### config.mk
export PLATFORM = sky130hd
export DESIGN_NAME = lsb_pixel_text_embed_extract
export DESIGN_NICKNAME = d
export VERILOG_FILES = /design/src/sv/lpte_pkg.sv /design/src/sv/lsb_pixel_text_embed_extract.sv /design/src/sv/lpte_step.sv
export SDC_FILE = /design/constraint.sdc
export NUM_CORES = 1
export LEC_CHECK = 0
export BUFFER_PORTS_ARGS = -buffer_cell sky130_fd_sc_hd__buf_2
export CAP_MARGIN = 15
export CORE_MARGIN = 4
export CORE_UTILIZATION = 55
export CTS_BUF_LIST = sky130_fd_sc_hd__clkbuf_16
export DETAILED_ROUTE_END_ITERATION = 8
export PLACE_DENSITY = 0.76
export SKIP_CTS_REPAIR_TIMING = 1
export SLEW_MARGIN = 10
export SYNTH_ARGS = -nofsm -noshare
export SYNTH_HDL_FRONTEND = slang
export SYNTH_HIERARCHICAL = 1
export SYNTH_SLANG_ARGS = --single-unit
### constraint.sdc
create_clock -name clk -period 4.8 [get_ports clk]
set_clock_uncertainty 0.2 [all_clocks]
set_input_delay 0.24 -clock clk [delete_from_list [all_inputs] [get_ports clk]]
set_output_delay 0.24 -clock clk [all_outputs]
set_load 0.05 [all_outputs]
### src/sv/lpte_pkg.sv
// Types and constants shared by the pixel text embed and extract block.
`default_nettype none

package lpte_pkg;

  localparam int unsigned CHAN_W     = 8;
  localparam int unsigned BUF_W      = 16;
  localparam int unsigned PEND_W     = 5;
  localparam int unsigned ABITS_W    = 3;
  localparam int unsigned IN_DATA_W  = 32;
  localparam int unsigned OUT_DATA_W = 40;

  localparam logic [CHAN_W-1:0]  CH_BANG      = 8'h21;
  localparam logic [CHAN_W-1:0]  CH_CARET     = 8'h5E;
  localparam logic [PEND_W-1:0]  PUSH_MAX     = 5'd8;
  localparam logic [PEND_W-1:0]  BITS_PER_PIX = 5'd3;
  localparam logic [PEND_W-1:0]  BITS_PER_MSG = 5'd8;
  localparam logic [ABITS_W-1:0] ABITS_LAST   = 3'd7;

  typedef enum logic {
    OP_PUSH  = 1'b0,
    OP_PIXEL = 1'b1
  } op_t;

  typedef struct packed {
    logic [BUF_W-1:0]   bit_buffer;
    logic [PEND_W-1:0]  bits_pending;
    logic               terminator_pushed;
    logic               last_byte_was_bang;
    logic [CHAN_W-1:0]  assembled_byte;
    logic [ABITS_W-1:0] assembled_bits;
    logic               done_flag;
  } state_t;

  typedef struct packed {
    op_t               operation;
    logic [CHAN_W-1:0] msg_byte;
    logic [CHAN_W-1:0] pixel_red;
    logic [CHAN_W-1:0] pixel_green;
    logic [CHAN_W-1:0] pixel_blue;
    logic              final_pixel;
  } item_t;

  // Packed from the top down, so out_red lands in the lowest bits.
  typedef struct packed {
    logic              truncated;
    logic              finished;
    logic              underrun;
    logic              accepted;
    logic [CHAN_W-1:0] byte_out;
    logic              byte_valid;
    logic [CHAN_W-1:0] out_blue;
    logic [CHAN_W-1:0] out_green;
    logic [CHAN_W-1:0] out_red;
  } result_t;

  localparam int unsigned OUT_RES_W = $bits(result_t);
  localparam int unsigned OUT_PAD_W = OUT_DATA_W - OUT_RES_W;

endpackage

`default_nettype wire

### src/sv/lsb_pixel_text_embed_extract.sv
// Top level of the LSB pixel text embed and extract block.
// An input beat is held in the input register and its result in the result register.
// One beat per cycle unless the output stalls; combinational step logic updates the state.
// The output register accepts a new result in the cycle its current one is taken.
// Reset (rst_n low, synchronous) clears all message state, the mode and both valid flags.
`default_nettype none

module lsb_pixel_text_embed_extract (
  input  wire logic                               clk,
  input  wire logic                               rst_n,
  input  wire logic                               in_tvalid,
  output logic                                    in_tready,
  // msg_byte, pixel_red, pixel_green, pixel_blue
  input  wire logic [lpte_pkg::IN_DATA_W-1:0]     in_tdata,
  // operation
  input  wire logic [0:0]                         in_tuser,
  input  wire logic                               in_tlast,
  output logic                                    out_tvalid,
  input  wire logic                               out_tready,
  // out_red, out_green, out_blue, byte_valid, byte_out, accepted, underrun,
  // finished, truncated, zero padding
  output logic [lpte_pkg::OUT_DATA_W-1:0]         out_tdata,
  input  wire logic                               cfg_valid,
  output logic                                    cfg_ready,
  input  wire logic [0:0]                         cfg_data
);

  logic              s1_valid_r;
  lpte_pkg::item_t   s1_item_r;
  lpte_pkg::item_t   in_item;
  lpte_pkg::state_t  state_r;
  lpte_pkg::state_t  state_nxt;
  lpte_pkg::result_t res_nxt;
  lpte_pkg::result_t out_res_r;
  logic              out_valid_r;
  logic              mode_r;
  logic              advance;

  assign advance   = s1_valid_r && (!out_valid_r || out_tready);
  assign in_tready = !s1_valid_r || advance;
  assign cfg_ready = 1'b1;

  always_comb begin
    in_item.operation   = lpte_pkg::op_t'(in_tuser[0]);
    in_item.msg_byte    = in_tdata[7:0];
    in_item.pixel_red   = in_tdata[15:8];
    in_item.pixel_green = in_tdata[23:16];
    in_item.pixel_blue  = in_tdata[31:24];
    in_item.final_pixel = in_tlast;
  end

  lpte_step u_step (
    .mode_decode (mode_r),
    .st          (state_r),
    .it          (s1_item_r),
    .st_nxt      (state_nxt),
    .res         (res_nxt)
  );

  always_ff @(posedge clk) begin
    if (!rst_n) begin
      s1_valid_r  <= 1'b0;
      out_valid_r <= 1'b0;
      state_r     <= '0;
      mode_r      <= 1'b0;
    end else begin
      if (cfg_valid && cfg_ready) begin
        mode_r <= cfg_data[0];
      end
      if (in_tready) begin
        s1_valid_r <= in_tvalid;
      end
      if (advance) begin
        state_r     <= state_nxt;
        out_valid_r <= 1'b1;
      end else if (out_tready) begin
        out_valid_r <= 1'b0;
      end
    end
  end

  always_ff @(posedge clk) begin
    if (in_tvalid && in_tready) begin
      s1_item_r <= in_item;
    end
    if (advance) begin
      out_res_r <= res_nxt;
    end
  end

  assign out_tvalid = out_valid_r;
  assign out_tdata  = {{lpte_pkg::OUT_PAD_W{1'b0}}, out_res_r};

endmodule

`default_nettype wire

### src/sv/lpte_step.sv
// Next-state and result logic for one item of the pixel text embed and extract block.
`default_nettype none

module lpte_step (
  input  wire logic            mode_decode,
  input  wire lpte_pkg::state_t st,
  input  wire lpte_pkg::item_t  it,
  output lpte_pkg::state_t      st_nxt,
  output lpte_pkg::result_t     res
);

  logic [lpte_pkg::CHAN_W-1:0]  ch [3];
  logic [lpte_pkg::BUF_W-1:0]   shifted;
  logic [lpte_pkg::PEND_W-1:0]  pend_left;
  logic [lpte_pkg::CHAN_W-1:0]  abyte;
  logic [lpte_pkg::ABITS_W-1:0] abits;
  logic                         dec_done;
  logic                         bang;

  always_comb begin
    st_nxt    = st;
    res       = '0;
    ch[0]     = it.pixel_red;
    ch[1]     = it.pixel_green;
    ch[2]     = it.pixel_blue;
    shifted   = {{(lpte_pkg::BUF_W - lpte_pkg::CHAN_W){1'b0}}, it.msg_byte} << st.bits_pending[3:0];
    pend_left = '0;
    abyte     = st.assembled_byte;
    abits     = st.assembled_bits;
    dec_done  = 1'b0;
    bang      = st.last_byte_was_bang;

    if (it.operation == lpte_pkg::OP_PUSH) begin
      ch[0] = '0;
      ch[1] = '0;
      ch[2] = '0;
      if (!mode_decode && !st.done_flag && !st.terminator_pushed &&
          st.bits_pending <= lpte_pkg::PUSH_MAX) begin
        st_nxt.bit_buffer   = st.bit_buffer | shifted;
        st_nxt.bits_pending = st.bits_pending + lpte_pkg::BITS_PER_MSG;
        if (st.last_byte_was_bang && it.msg_byte == lpte_pkg::CH_CARET) begin
          st_nxt.terminator_pushed = 1'b1;
        end
        st_nxt.last_byte_was_bang = (it.msg_byte == lpte_pkg::CH_BANG);
        res.accepted = 1'b1;
      end
    end else if (!st.done_flag) begin
      if (!mode_decode) begin
        if (st.terminator_pushed && st.bits_pending == '0) begin
          st_nxt.done_flag = 1'b1;
        end else if (st.bits_pending >= lpte_pkg::BITS_PER_PIX || st.terminator_pushed) begin
          ch[0][0] = st.bit_buffer[0];
          ch[1][0] = st.bit_buffer[1];
          ch[2][0] = st.bit_buffer[2];
          st_nxt.bit_buffer = st.bit_buffer >> 3;
          if (st.bits_pending >= lpte_pkg::BITS_PER_PIX) begin
            pend_left = st.bits_pending - lpte_pkg::BITS_PER_PIX;
          end
          st_nxt.bits_pending = pend_left;
          if (st.terminator_pushed && pend_left == '0) begin
            st_nxt.done_flag = 1'b1;
          end
        end else begin
          res.underrun = 1'b1;
        end
      end else begin
        for (int k = 0; k < 3; k++) begin
          if (!dec_done) begin
            abyte = abyte | ({{(lpte_pkg::CHAN_W - 1){1'b0}}, ch[k][0]} << abits);
            if (abits == lpte_pkg::ABITS_LAST) begin
              abits          = '0;
              res.byte_valid = 1'b1;
              res.byte_out   = abyte;
              if (bang && abyte == lpte_pkg::CH_CARET) begin
                dec_done = 1'b1;
              end
              bang  = (abyte == lpte_pkg::CH_BANG);
              abyte = '0;
            end else begin
              abits = abits + 3'd1;
            end
          end
        end
        st_nxt.assembled_byte     = abyte;
        st_nxt.assembled_bits     = abits;
        st_nxt.last_byte_was_bang = bang;
        st_nxt.done_flag          = dec_done;
      end
    end

    res.out_red   = ch[0];
    res.out_green = ch[1];
    res.out_blue  = ch[2];
    res.finished  = st_nxt.done_flag;
    res.truncated = (it.operation == lpte_pkg::OP_PIXEL) && it.final_pixel &&
                    !st_nxt.done_flag;
  end

endmodule

`default_nettype wire

==> qor.yml <==
place:
  dpl.cell_count: 868
  gpl.final_weighted_congestion: 0.947
  dp_hpwl_um: 11600
  io_buffers: 78
run_status:
  status: "finished, final reports clean"
timing:
  fin_crit_sh_pct: 89.4
  setup_viol: 0
  hold_violations: 0
  holdWs_ps: 60.4
  worst_pin_slew_ps: 1090
  max_slew_margin_pct: 27.5
  maxSlewViolCount: 0
  fmax_mhz: 233
  setup_tns_ps: 0
  rsz0062_at_grt: "false"
  finalCriticalPeriod_ps: 4290
setup_path:
  critPathKind: "reg -> reg"
  crit_fanout: 24
  regToRegSetupSlack_ps: 510
  endpoint_kind: "register"
  regToRegStartpoint: "state_r[2]"
  r2r_cells: 15
  r2r_end: "state_r[0]"
  worstPathArrival_ps: 4360
  start_kind: "register"
  cp.required_ps: 4870
synth:
  avgSynthCellArea_um2: 9.41
  yosysWarnings: 6
  yosysMostFrequentCell: "nand2_1"
  synth.area.top_cells: "edfxtp_1 33%, dfxtp_1 12%, nand2_1 9.1%"
  synth_compound_area_share_pct: 15.4
  yosysTopAreaCellShare_pct: 33.3
  synth_xor_area_share_pct: 0
  yosys-top-cells-count: "156 x nand2_1, 71 x edfxtp_1, 53 x mux2i_1, 38 x dfxtp_1, 32 x and2_1"
  synthAdderAreaFrac_pct: 1.95
  yosysTopAreaCell: "edfxtp_1"
  async_reset_ff_share_pct: 0
  ys_ff_latch: 109
  yosys.area_share.simple_pct: 22.5
  synth_flop_cell: "edfxtp_1"
  synth_edf_count: 71
  syn_area_um2: 6410
  syn_inst: 681
  synth-seq-area-share_pct: 45.1
  synth.area.mux_share_pct: 9.68
  synth_cell_types: 74
  synth_top_family_by_area: "simple AND/OR/NAND/NOR gates"
layout:
  final_nets: 823
  fin_cells: 921
  antenna_cells: 0
  drive_gt1_share_pct: 16.2
  area_growth_pct: 16.5
die:
  dieWidth_um: 116
  coreArea_um2: 11400
  initial_core_util_pct: 56.1
  dieArea_um2: 13400
  rows: 39
  num_io_pins: 83
  die_height_um: 116
detailed_routing:
  wl_met1_um: 6860
  drt_first_pass_iters: 5
  drtIter0Drc: 453
  final_antenna_net_count: 0
  routedWlPerCell_um: 18.8
  routed.top_layer: "met4"
  wl_met2_um: 8950
  num_vias: 5613
  routed_wl_um: 17300
  drc: 0
  vias_per_cell: 6.09
  wl_met3_um: 1110
global_route:
  antenna_found_initial: 0
  grt_usage_pct: 25.1
  overflow: 0
  grt_pass1_wl_um: 26500
  first_global_vias: 5129
  grt_max_degree: 74
power:
  power_density_nw_per_um2: 283
  p_int_mw: 1.51
  p_leak_nw: 2.79
  p_sw_share_pct: 28.3
  p_switching_mw: 0.598
  clockPowerShare_pct: 34.2
  p_comb_share_pct: 15.2
  ir_drop_uv: 285
  p_seq_share_pct: 50.7
worst_hold_path:
  hp-start: "out_tready"
  hp-class: "in -> reg"
  min_path_cells: 3
  holdPathEnd: "out_tvalid"
cts:
  clock_sinks: 109
  path_clk_slew_ps: 80
  clock_latency_ps: 360
  cts_buffers: 9
  clk_path_buf_depth: 2
  cts.htree.levels: 3
  cts_tree: "yes"
  cts_root_buf: "clkbuf_16"
flow_run:
  max-cap-violations: 0
## per-stage QoR
stage / setup slack [ps] / utilization, % / instance area [µm²] / total power, mW
after floorplan: 647 / - / 6420 / 1.31
after global placement: 752 / 59.7 / 6810 / 1.37
after detailed placement: 573 / 59.7 / 6810 / 1.38
after CTS: 548 / 62.2 / 7100 / 2.09
after global routing: 214 / 65.4 / 7470 / 2.20
final: 511 / 65.4 / 7470 / 2.11
## routing by layer
| layer | vias to the layer above | global-route usage, % |
|---|---|---|
| met3 | 43 | 5.38 |
| met2 | 250 | 43.0 |
| li1 | 2657 | - |
| met4 | 0 | 8.66 |
| met1 | 2663 | 31.7 |
| met5 | - | 0 |
## cell families after synthesis
logic type,after synthesis
AO/OA/AOI/OAI,142
adder cells (fa/ha/maj),10
buffers and inverters,63
flip-flops,109
multiplexers,61
other,2
AND/OR/NAND/NOR,294
## cell usage in the layout (no fill, tap or decap), types with 9 or more instances in the layout
master	netlist	final
nand2_1	156	156
buf_2	9	78
edfxtp_1	71	71
mux2i_1	53	53
dfxtp_1	38	38
dlygate4sd3_1	0	37
and2_1	32	32
o21ai_0	31	31
nor2_1	24	24
a21oi_1	18	18
nor2b_1	18	18
a211oi_1	18	18
buf_4	8	15
a31oi_1	13	13
inv_1	11	12
nand3_1	11	11
ha_1	10	10
clkbuf_16	0	9
## power groups by stage
stage / sequential (mW) / clock (mW) / combinational [mW]
floorplan: 1.13 / 0 / 0.173
global placement: 1.09 / 0 / 0.285
detailed placement: 1.09 / 0 / 0.290
CTS: 1.07 / 0.731 / 0.292
global route: 1.08 / 0.777 / 0.346
finish: 1.07 / 0.722 / 0.320
## worst max path at each step
stage / to / depth (start not counted) / start
2_1_floorplan: state_r[0] / 18 / state_r[2]
3_5_place_dp: state_r[0] / 15 / state_r[2]
3_3_place_gp: state_r[0] / 15 / state_r[2]
4_1_cts: state_r[0] / 15 / state_r[2]
5_1_grt: state_r[0] / 15 / state_r[2]
6_report: state_r[0] / 15 / state_r[2]
## critical path, stage by stage, from the launching register on
cell	delay [ps]
dfxtp_1	660
ha_1	240
ha_1	200
buf_4	280
nor2_1	70
ha_1	380
and2_1	160
ha_1	150
ha_1	260
inv_1	50
or3_1	350
or4_1	420
o311ai_2	320
a31o_1	210
nand2_1	60
mux2i_1	180
## flip-flops by register name (all words and copies together) (netlist names)
name,count
s1_item_r,34
out_tdata,37
s1_valid_r,1
out_tvalid,1
mode_r,1
state_r,35
## area by class of cell
| class | instances | area (µm²) |
|---|---|---|
| fill | 898 | 3950 |
| multi-input combinational | 511 | 3190 |
| sequential | 109 | 2890 |
| timing repair buffer | 130 | 873 |
| clock buffer | 9 | 225 |
| tap | 143 | 179 |
| clock inverter | 7 | 58.8 |
| inverter | 12 | 45.0 |
(Power assumes the default switching activity.)
